File: src/rtl/sfud_pkg.sv
// Shared constants, codes and types for the framed byte-stream deframer.
package sfud_pkg;

  localparam int unsigned FieldBytesDefault = 2;

  localparam logic [7:0] SYNC_FIRST  = 8'hEF;
  localparam logic [7:0] SYNC_SECOND = 8'hFE;

  localparam logic [2:0] PH_SOURCE  = 3'd1;
  localparam logic [2:0] PH_DEST    = 3'd2;
  localparam logic [2:0] PH_COMMAND = 3'd3;
  localparam logic [2:0] PH_LENGTH  = 3'd4;
  localparam logic [2:0] PH_PAYLOAD = 3'd5;
  localparam logic [2:0] PH_TAIL    = 3'd6;
  localparam logic [2:0] PH_IDLE    = 3'd7;

  localparam logic [1:0] KIND_PAYLOAD = 2'd0;
  localparam logic [1:0] KIND_ACCEPT  = 2'd1;
  localparam logic [1:0] KIND_REJECT  = 2'd2;

  typedef struct packed {
    logic [1:0]  kind;
    logic [7:0]  data_byte;
    logic [15:0] byte_index;
    logic [15:0] source_id;
    logic [15:0] dest_id;
    logic [15:0] command;
    logic [15:0] payload_length;
  } result_t;

  // Only the two low byte positions of a field land in the 16-bit word.
  function automatic logic [15:0] add_byte(input logic [15:0] word,
                                           input logic [15:0] pos,
                                           input logic [7:0]  b);
    logic [15:0] part;
    part = '0;
    if (pos == 16'd0) begin
      part = {8'h00, b};
    end else if (pos == 16'd1) begin
      part = {b, 8'h00};
    end
    return word + part;
  endfunction

endpackage

File: src/rtl/sync_framed_uart_deframer_core.sv
// Framed byte-stream deframer: sync detect, header capture, payload stream, tail check.
// A result is registered and shows in the cycle after its byte if the result
// register is free. Takes one byte per cycle unless stalled, one parse pass each.
// A two-entry output stage (result register plus skid register) keeps input flowing
// while a result waits; input stalls only when both entries are full.
// Reset (rst_ni low, asynchronous): parser idle, header words and tail register cleared.
module sync_framed_uart_deframer_core
  import sfud_pkg::*;
#(
  parameter int unsigned FIELD_BYTES = FieldBytesDefault
) (
  input  logic        clk_i,
  input  logic        rst_ni,
  input  logic        cfg_we_i,
  input  logic [15:0] cfg_wdata_i,
  input  logic        in_valid_i,
  output logic        in_ready_o,
  input  logic [7:0]  rx_byte_i,
  output logic        out_valid_o,
  input  logic        out_ready_i,
  output logic [1:0]  kind_o,
  output logic [7:0]  data_byte_o,
  output logic [15:0] byte_index_o,
  output logic [15:0] source_id_o,
  output logic [15:0] dest_id_o,
  output logic [15:0] command_o,
  output logic [15:0] payload_length_o
);

  localparam logic [16:0] FieldLen = 17'(FIELD_BYTES);

  logic [15:0] exp_tail_q;
  logic [7:0]  prev_q, prev_d;
  logic [2:0]  phase_q, phase_d;
  logic [15:0] cnt_q, cnt_d;
  logic [15:0] src_q, src_d;
  logic [15:0] dst_q, dst_d;
  logic [15:0] cmd_q, cmd_d;
  logic [15:0] len_q, len_d;
  logic [15:0] tail_q, tail_d;

  logic        accept;
  logic        res_valid;
  result_t     res;
  logic [16:0] cnt_inc;
  logic        fdone;
  logic [15:0] tail_sum;

  result_t     out_q, skid_q;
  logic        out_valid_q, skid_valid_q;
  logic        pop, push;

  assign accept  = in_valid_i && in_ready_o;
  assign cnt_inc = {1'b0, cnt_q} + 17'd1;
  assign fdone   = (cnt_inc >= FieldLen);
  assign tail_sum = add_byte(tail_q, cnt_q, rx_byte_i);

  always_comb begin
    prev_d    = rx_byte_i;
    phase_d   = phase_q;
    cnt_d     = cnt_q;
    src_d     = src_q;
    dst_d     = dst_q;
    cmd_d     = cmd_q;
    len_d     = len_q;
    tail_d    = tail_q;
    res_valid = 1'b0;
    res       = '0;

    if (prev_q == SYNC_FIRST && rx_byte_i == SYNC_SECOND) begin
      cnt_d   = '0;
      src_d   = '0;
      dst_d   = '0;
      cmd_d   = '0;
      len_d   = '0;
      tail_d  = '0;
      phase_d = PH_SOURCE;
    end else begin
      case (phase_q)
        PH_SOURCE: begin
          src_d = add_byte(src_q, cnt_q, rx_byte_i);
          cnt_d = fdone ? 16'd0 : cnt_inc[15:0];
          if (fdone) phase_d = PH_DEST;
        end
        PH_DEST: begin
          dst_d = add_byte(dst_q, cnt_q, rx_byte_i);
          cnt_d = fdone ? 16'd0 : cnt_inc[15:0];
          if (fdone) phase_d = PH_COMMAND;
        end
        PH_COMMAND: begin
          cmd_d = add_byte(cmd_q, cnt_q, rx_byte_i);
          cnt_d = fdone ? 16'd0 : cnt_inc[15:0];
          if (fdone) begin
            phase_d = PH_LENGTH;
            len_d   = '0;
          end
        end
        PH_LENGTH: begin
          len_d = add_byte(len_q, cnt_q, rx_byte_i);
          cnt_d = fdone ? 16'd0 : cnt_inc[15:0];
          if (fdone) phase_d = (len_d != 16'd0) ? PH_PAYLOAD : PH_TAIL;
        end
        PH_PAYLOAD: begin
          res_valid      = 1'b1;
          res.kind       = KIND_PAYLOAD;
          res.data_byte  = rx_byte_i;
          res.byte_index = cnt_q;
          if (cnt_inc >= {1'b0, len_q}) begin
            cnt_d   = '0;
            phase_d = PH_TAIL;
            tail_d  = '0;
          end else begin
            cnt_d = cnt_inc[15:0];
          end
        end
        PH_TAIL: begin
          tail_d = tail_sum;
          cnt_d  = fdone ? 16'd0 : cnt_inc[15:0];
          if (fdone) begin
            phase_d   = PH_IDLE;
            res_valid = 1'b1;
            res.kind  = (tail_sum == exp_tail_q) ? KIND_ACCEPT : KIND_REJECT;
          end
        end
        default: begin
          phase_d = PH_IDLE;
        end
      endcase
    end

    // header fields carry the values current after this byte
    res.source_id      = src_d;
    res.dest_id        = dst_d;
    res.command        = cmd_d;
    res.payload_length = len_d;
  end

  always_ff @(posedge clk_i or negedge rst_ni) begin
    if (!rst_ni) begin
      exp_tail_q <= '0;
    end else if (cfg_we_i) begin
      exp_tail_q <= cfg_wdata_i;
    end
  end

  always_ff @(posedge clk_i or negedge rst_ni) begin
    if (!rst_ni) begin
      prev_q  <= '0;
      phase_q <= PH_IDLE;
      cnt_q   <= '0;
      src_q   <= '0;
      dst_q   <= '0;
      cmd_q   <= '0;
      len_q   <= '0;
      tail_q  <= '0;
    end else if (accept) begin
      prev_q  <= prev_d;
      phase_q <= phase_d;
      cnt_q   <= cnt_d;
      src_q   <= src_d;
      dst_q   <= dst_d;
      cmd_q   <= cmd_d;
      len_q   <= len_d;
      tail_q  <= tail_d;
    end
  end

  // Output stage: result register backed by one skid entry.
  assign in_ready_o = !skid_valid_q;
  assign pop        = out_valid_q && out_ready_i;
  assign push       = accept && res_valid;

  always_ff @(posedge clk_i or negedge rst_ni) begin
    if (!rst_ni) begin
      out_valid_q  <= 1'b0;
      skid_valid_q <= 1'b0;
    end else if (skid_valid_q) begin
      if (pop) begin
        skid_valid_q <= 1'b0;
      end
    end else if (push) begin
      if (out_valid_q && !pop) begin
        skid_valid_q <= 1'b1;
      end else begin
        out_valid_q <= 1'b1;
      end
    end else if (pop) begin
      out_valid_q <= 1'b0;
    end
  end

  always_ff @(posedge clk_i) begin
    if (skid_valid_q) begin
      if (pop) begin
        out_q <= skid_q;
      end
    end else if (push) begin
      if (out_valid_q && !pop) begin
        skid_q <= res;
      end else begin
        out_q <= res;
      end
    end
  end

  assign out_valid_o      = out_valid_q;
  assign kind_o           = out_q.kind;
  assign data_byte_o      = out_q.data_byte;
  assign byte_index_o     = out_q.byte_index;
  assign source_id_o      = out_q.source_id;
  assign dest_id_o        = out_q.dest_id;
  assign command_o        = out_q.command;
  assign payload_length_o = out_q.payload_length;

endmodule
File: config.mk
export PLATFORM = sky130hd
export DESIGN_NAME = sync_framed_uart_deframer_core
export DESIGN_NICKNAME = d
export VERILOG_FILES = /design/src/rtl/sfud_pkg.sv /design/src/rtl/sync_framed_uart_deframer_core.sv
export SDC_FILE = /design/constraint.sdc
export NUM_CORES = 1
export LEC_CHECK = 0
export ABC_CLOCK_PERIOD_IN_PS = 12450
export BUFFER_PORTS_ARGS = -buffer_cell sky130_fd_sc_hd__buf_2
export CAP_MARGIN = 20
export CORE_ASPECT_RATIO = 1.5
export CORE_MARGIN = 4
export CORE_UTILIZATION = 39
export DETAILED_ROUTE_END_ITERATION = 6
export PLACE_DENSITY = 0.62
export SETUP_SLACK_MARGIN = 0.3
export SLEW_MARGIN = 20
export SYNTH_ARGS = -nofsm -noshare
export SYNTH_HDL_FRONTEND = slang
export SYNTH_SLANG_ARGS = --single-unit
File: constraint.sdc
create_clock -name clk_i -period 12.45 [get_ports clk_i]
set_input_delay 1.245 -clock clk_i [delete_from_list [all_inputs] [get_ports clk_i]]
set_output_delay 1.245 -clock clk_i [all_outputs]
set_load 0.05 [all_outputs]
==> key figures, run 1 <==
Layout
  • Leading cell type in the layout, fill and taps excluded: nand2_1
  • Syn-to-layout area delta: 12.79%
  • Layout cells sized above 1: 0.1498
  • Commonest non-fill, non-tap cells in the layout: nand2_1 (314), edfxtp_1 (180), o21ai_0 (151)
  • Cell area after layout: 20,100 um^2
  • Non-Filler Instances: 2,506
  • Fill cell count: 4,297
  • Final nets: 2,016

Logic synthesis
  • Number of flops mapped to enable cells by yosys: 180
  • Post-synthesis sequential area ratio: 0.4790
  • Ys flop type: edfxtp_1
  • #FFs+latches synth: 305
  • Mapped Area: 17,820 um^2
  • Post-synthesis cell type count: 89
  • FFs w/ async S/R, synth: 0.4098
  • Mapped Nets: 1,931
  • Post-Syn Area per Cell: 9.815 um^2
  • Gate count of the mapped netlist: 1,816
  • Warnings from Yosys: 0

Global routing
  • Total GRT Usage: 0.2016
  • Pin count of the biggest net entering global routing: 81
  • Initial antenna violation count: 0
  • Vias in the first global route: 13,850
  • Grt ovf: 0
  • Wire length of the first global-routing pass: 78,600 um

Timing
  • Final setup vio count: 0
  • Clk_skew: 38.56 ps
  • Max frequency: 165.8 MHz
  • Period utilization: 0.4845
  • Final hold violation count: 0
  • Post-layout min period: 6032 ps
  • Hold WS: 483.7 ps
  • Slew Viols, Final: 0
  • RSZ-0062 raised after global routing: false
  • Max_slew headroom: 0.2164
  • Worst-Margin Slew: 1161 ps
  • Setup TNS: 0 ps

Clock network
  • Clock Sinks: 305
  • Worst-path clk slew: 70 ps
  • # Post-CTS Setup Buffers: 0
  • Number of H-tree levels: 1
  • CTS Buf Count: 29
  • CTS hold repair buffers: 0
  • Longest Clk Path Bufs: 3
  • CTS tree: built
  • Post-cts resize count: 0
  • Clk_lat worst skew: 590 ps
  • Root Buffer: clkbuf_16

Routing
  • Drt via density: 5.567
  • Wire per inst: 20.38 um
  • Iteration-0 DRC Markers: 949
  • Router iterations before antenna repair: 5
  • DRC: 0
  • Antenna Violating Nets Remaining: 0
  • Total wire length: 51,070 um
  • DR vias: 13,950

Outcome
  • Status: finished clean

Power
  • Leakage: 8.655 nW
  • Power per cell area: 263.1 nW/um^2
  • Peak supply drop: 0.1211 mV
  • Total power: 0.005289 W

Worst setup path
  • Crit-path slowest cell: or4_4
  • Critical path type: reg -> reg
  • CP most frequent cell: or4_4
  • Setup crit start kind: register
  • Critical path data arrival time: 6470 ps
  • Max stage delay on crit path: 650 ps
  • CP cell instances: or4_4, or4_4, nor3b_1, and2_1, ha_1, and3_1, a31o_2, o41a_1, a211o_1, maj3_1, o311ai_1, a22o_1, nand2_1, o21ai_1
  • Critical-path maximum fanout: 9
  • Setup crit end kind: register
  • Worst reg2reg startpoint: cnt_q[2]
  • Worst Path Required: 12,880 ps
  • Crit. Startpoint: cnt_q[2]

Place
  • Placed cell count: 2,452
  • PortBufs: 120
  • DP Area: 19,040 um^2
  • GP Congestion: 0.9406
  • DP HPWL: 36,270 um

Min path
  • Min-delay src: prev_q[1]
  • Hold Path Class: reg -> reg

Floorplan
  • Core area: 45,050 um^2
  • IO Pins: 121
  • Die Y: 269.8 um
  • Die width: 182.6 um
  • Initial Util: 0.3956
  • Row count: 95
  • DIE AREA: 49,260 um^2

Flow run
  • Max Cap Viol: 0
synthesized netlist by cell type, types with 8 or more instances:
library cell  instances  area [um^2]
maj3_1                8        80.08
nand3_1              31        155.2
o21bai_1              8        60.06
mux2_2               56        630.6
nor3_1               28        140.1
a21oi_1              89        445.4
and2_1               44        275.3
buf_1                 8        30.03
clkbuf_1             77        289.0
nand2_1             315         1182
edfxtp_1            180         5405
and3_1               19        118.9
o31ai_1              29        217.7
xnor2_1              64        560.5
o21a_1                9        67.56
a211oi_1             10        75.07
dfrtp_1             122         3053
o21ai_1              11        55.05
xor2_1               35        306.5
o21ai_0             151        755.7
ha_1                 86         1076
a21o_1               35        262.8
a31oi_1              22        137.6
o211ai_1             11        82.58
inv_1                91        341.6
nand4_1              17        106.4
nor2_1               93        349.1
cell type report:
type / instances / area, um^2 / area share
Sequential cell: 305 / 8538 / 0.4247
Inverter: 92 / 345.3 / 0.01718
Antenna cell: 1 / 2.502 / 0.0001245
Tap cell: 582 / 728.2 / 0.03622
Multi-Input combinational cell: 1327 / 8627 / 0.4291
Timing Repair Buffer: 146 / 798.3 / 0.03971
Clock inverter: 17 / 250.2 / 0.01245
Clock buffer: 36 / 813.3 / 0.04046
logic make-up after synthesis:
group	count (synthesis)	share of synthesized area
AO/OA/AOI/OAI	454	0.1631
XOR/XNOR	105	0.05588
adder cells (fa/ha/maj)	94	0.06486
buffers and inverters	184	0.04008
flip-flops	305	0.4790
multiplexers	63	0.03931
AND/OR/NAND/NOR	611	0.1578
where the power goes:
part	switching, W	total [W]	internal (W)
Combinational	0.00184	0.00271	0.000870
Clock	0.000411	0.00100	0.000589
Sequential	0.000179	0.00158	0.00140
state kept, by name, indices dropped and copies added, names as in the netlist:
| name | count |
|---|---|
| kind_o | 2 |
| src_q | 16 |
| source_id_o | 16 |
| skid_valid_q | 1 |
| skid_q | 90 |
| data_byte_o | 8 |
| prev_q | 8 |
| byte_index_o | 16 |
| phase_q | 3 |
| dest_id_o | 16 |
| dst_q | 16 |
| command_o | 16 |
| cnt_q | 16 |
| exp_tail_q | 16 |
| out_valid_o | 1 |
| tail_q | 16 |
| cmd_q | 16 |
| len_q | 16 |
| payload_length_o | 16 |
metal layers:
layer | GRT usage | part of all wire | routed length (um) | vias up
met3 | 0.02641 | 0.044 | 2227 | 138
met1 | 0.2256 | 0.38 | 19170 | 6747
li1 | - | - | - | 6684
met5 | 0 | 0 | 0 | -
met4 | 0.1073 | 0.058 | 2962 | 0
met2 | 0.3679 | 0.52 | 26710 | 381
worst max-delay path, delay by kind of cell, from the launching register on:
kind / cells / cell delay [ps]
simple gates: 6 / 2550
flops: 1 / 480
compound gates: 6 / 2080
fa+ha+maj: 2 / 780
final timing paths:
check,end,slack (ps),cells past startpoint
min in group asynchronous,exp_tail_q[15],740,1
max in group asynchronous,skid_valid_q,10160,2
setup / recovery,payload_length_o[13],6420,14
hold / removal,prev_q[1],480,2
hold reg to reg,prev_q[1],480,2
setup reg to reg,payload_length_o[13],6420,14
stage by stage:
stage	worst slack, ps	utilization
after floorplan	3772	-
after global placement	6271	0.4226
after detailed placement	6051	0.4226
after CTS	6471	0.4462
after global routing	6108	0.4462
final	6418	0.4462
Power figures use the tool's default switching activity.
==> run 2, diff against run 1 <==
Settings changed: ABC_CLOCK_PERIOD_IN_PS 12450 to 5100, PLACE_DENSITY 0.62 to 0.65.
Clock period 12.45 ns to 5.1 ns, I/O delays scaled along.
==> run 2 against run 1 <==
Core utilization rose by 2.4 points; non-clock buffer count rose by 63; die area did not move; largest cell class unchanged; fmax rose by 25%; total power rose to 2.6 times the previous value; critical endpoint is now phase_q[0]; highest routed layer unchanged; global-route usage rose by 0.94 points.
==> key figures, run 2 (synthesized netlist as in run 1, its figures left out) <==
Global routing
  • Pin count of the biggest net entering global routing: 83 (+2.5%)
  • Vias in the first global route: 14,570 (+5.2%)
  • Wire length of the first global-routing pass: 82,310 um (+4.7%)
  • Grt ovf: 0 (unchanged)
  • Initial antenna violation count: 0 (unchanged)
  • Total GRT Usage: 0.2110 (+0.009378)

Place
  • Placed cell count: 2,489 (+1.5%)
  • PortBufs: 120 (unchanged)
  • DP HPWL: 38,750 um (+6.8%)
  • GP Congestion: 0.9367 (-0.41%)

Worst setup path
  • Setup crit start kind: register
  • Worst Path Required: 5610 ps (-7270 ps)
  • Critical path data arrival time: 5320 ps (-1150 ps)
  • Reg2reg end: phase_q[0]
  • R2R cell count: 16 (+2)
  • Critical-path maximum fanout: 4 (-5)
  • Setup crit end kind: register
  • R2R setup slack: 290 ps (-6130 ps)
  • Worst reg2reg startpoint: cnt_q[5]
  • Critical path type: reg -> reg

Layout
  • Post-layout util: 0.4704 (+0.02411)
  • Register Area: 8538 um^2 (unchanged)
  • Area of the multi-input gates: 9151 um^2 (+6.1%)
  • Commonest non-fill, non-tap cells in the layout: nand2_1 (312), edfxtp_1 (180), o21ai_0 (138)
  • Layout cells sized above 1: 0.2140 (+0.06420)
  • Final nets: 2,081 (+3.2%)
  • Top reg by flops: skid_q
  • Number of flip-flops in the largest register: 90 (unchanged)
  • Syn-to-layout area delta: 18.88%
  • Antenna diode count: 0 (-1)
  • Fill cell count: 4,194 (-2.4%)
  • Non-Filler Instances: 2,573 (+2.7%)
  • Leading cell type in the layout, fill and taps excluded: nand2_1

Clock network
  • Number of H-tree levels: 1 (unchanged)
  • Root Buffer: clkbuf_16
  • CTS Buf Count: 31 (+6.9%)
  • Clock Sinks: 305 (unchanged)
  • CTS tree: built
  • Worst-path clk slew: 70 ps (about the same)
  • Longest Clk Path Bufs: 3 (unchanged)
  • Clk_lat worst skew: 590 ps (about the same)

Routing
  • Iteration-0 DRC Markers: 850 (-10%)
  • Wire per inst: 20.87 um (+2.4%)
  • Total wire length: 53,700 um (+5.1%)
  • Highest Signal Layer: met4
  • Met3 routed WL: 2313 um (+3.9%)
  • Drt via density: 5.530 (-0.66%)
  • Met1 wire length: 19,550 um (+2.0%)
  • DRC: 0 (unchanged)
  • Antenna Violating Nets Remaining: 0 (unchanged)
  • Routed met2 length: 28,250 um (+5.8%)
  • Router iterations before antenna repair: 6 (+1)
  • DR vias: 14,230 (+2.0%)

Timing
  • Final hold violation count: 0 (unchanged)
  • Worst-Margin Slew: 1025 ps (-135.5 ps)
  • Final setup vio count: 0 (unchanged)
  • Hold WS: 163.3 ps (-320.5 ps)
  • RSZ-0062 raised after global routing: true
  • Max frequency: 207.8 MHz (+25%)
  • Period utilization: 0.9434 (+0.4589)
  • Max_slew headroom: 0.3133 (+0.09696)
  • Slew Viols, Final: 0 (unchanged)
  • Post-layout min period: 4812 ps (-1221 ps)
  • Clk_skew: 21.41 ps (-17.16 ps)

Power
  • Power per cell area: 650.8 nW/um^2 (+150%)
  • Leakage: 9.058 nW (+4.7%)
  • Peak supply drop: 0.3142 mV (+160%)

Floorplan
  • DIE AREA: 49,260 um^2 (unchanged)
  • Die width: 182.6 um (unchanged)
  • Initial Util: 0.3956 (unchanged)
  • Die Y: 269.8 um (unchanged)
  • Row count: 95 (unchanged)
  • IO Pins: 121 (unchanged)
  • Core area: 45,050 um^2 (unchanged)

Outcome
  • Status: finished clean

Min path
  • Hold EP: exp_tail_q[12]
  • Min-delay src: cfg_wdata_i[12]
  • Hold Path Class: in -> reg
  • Worst hold path depth: 2 (unchanged)

Flow run
  • Max Cap Viol: 0 (unchanged)
-- run 2: cell count changes in the layout (fill, tap and decap cells not counted), sizes merged --
cell         previous run  this run
buf                   146       208
bufinv                  6         7
clkbuf                 36        40
diode                   1         0
dlygate4sd3             0         1
-- run 2: timing repair --
action                                  4_1_cts  5_1_grt
gates resized for setup                      47       59
setup buffers                                19        6
endpoints found under the setup margin       25       52
hold endpoints to repair                     33        0
pin swaps                                    29       32
hold buffers                                  1        0
-- run 2: how the worst max path moves through the flow --
stage,startpoint,to,slack (ps),cells after the start
after floorplan,cnt_q[2],phase_q[0],320,17
after global placement,cnt_q[15],phase_q[0],-80,15
after detailed placement,cnt_q[14],phase_q[0],-120,15
after CTS,cnt_q[10],phase_q[0],220,18
after global routing,cnt_q[5],phase_q[0],130,16
final,cnt_q[5],phase_q[0],290,16
-- run 2: routing by layer --
layer / vias up / global-route usage
li1: 6825 / -
met1: 6890 / 0.2278
met2: 358 / 0.3933
met3: 155 / 0.02506
met4: 0 / 0.1180
met5: - / 0
-- run 2: cell type report --
type | count | area share
clock buffer | 40 | 0.04009
clock inverter | 18 | 0.01299
inverter | 92 | 0.01630
multi-input combinational | 1327 | 0.4319
sequential | 305 | 0.4030
tap | 582 | 0.03437
timing repair buffer | 209 | 0.06141
-- run 2: metrics by stage --
stage / setup WS, ps / total power [W] / instance area (um^2) / setup TNS, ps
after global routing: 127.0 / 0.01462 / 21190 / 0
after CTS: 217.5 / 0.01363 / 20860 / 0
final: 288.5 / 0.01379 / 21190 / 0
after floorplan: 317.1 / 0.008623 / 17870 / 0
after detailed placement: -116.7 / 0.01071 / 19350 / -149.3
after global placement: -82.37 / 0.01062 / 19350 / -82.37
-- run 2: power by group --
part           switching (W)  leakage [nW]  internal, W
Clock                0.00100         0.549      0.00153
Sequential          0.000439          3.32      0.00343
Combinational        0.00475          5.19      0.00264
-- run 2: critical path, cell delays in order, from the launching register on --
cell and delay [ps]:
dfrtp_1 380, or4_4 570, or4_4 520, nor3b_4 260
and2_4 220, ha_4 210, a31oi_1 180, nor2b_1 70
a31o_2 220, o41a_1 460, a221o_1 360, xor2_2 170
a2111oi_4 290, nand4b_1 220, o21ai_1 180, nand4_1 100
mux2_4 300
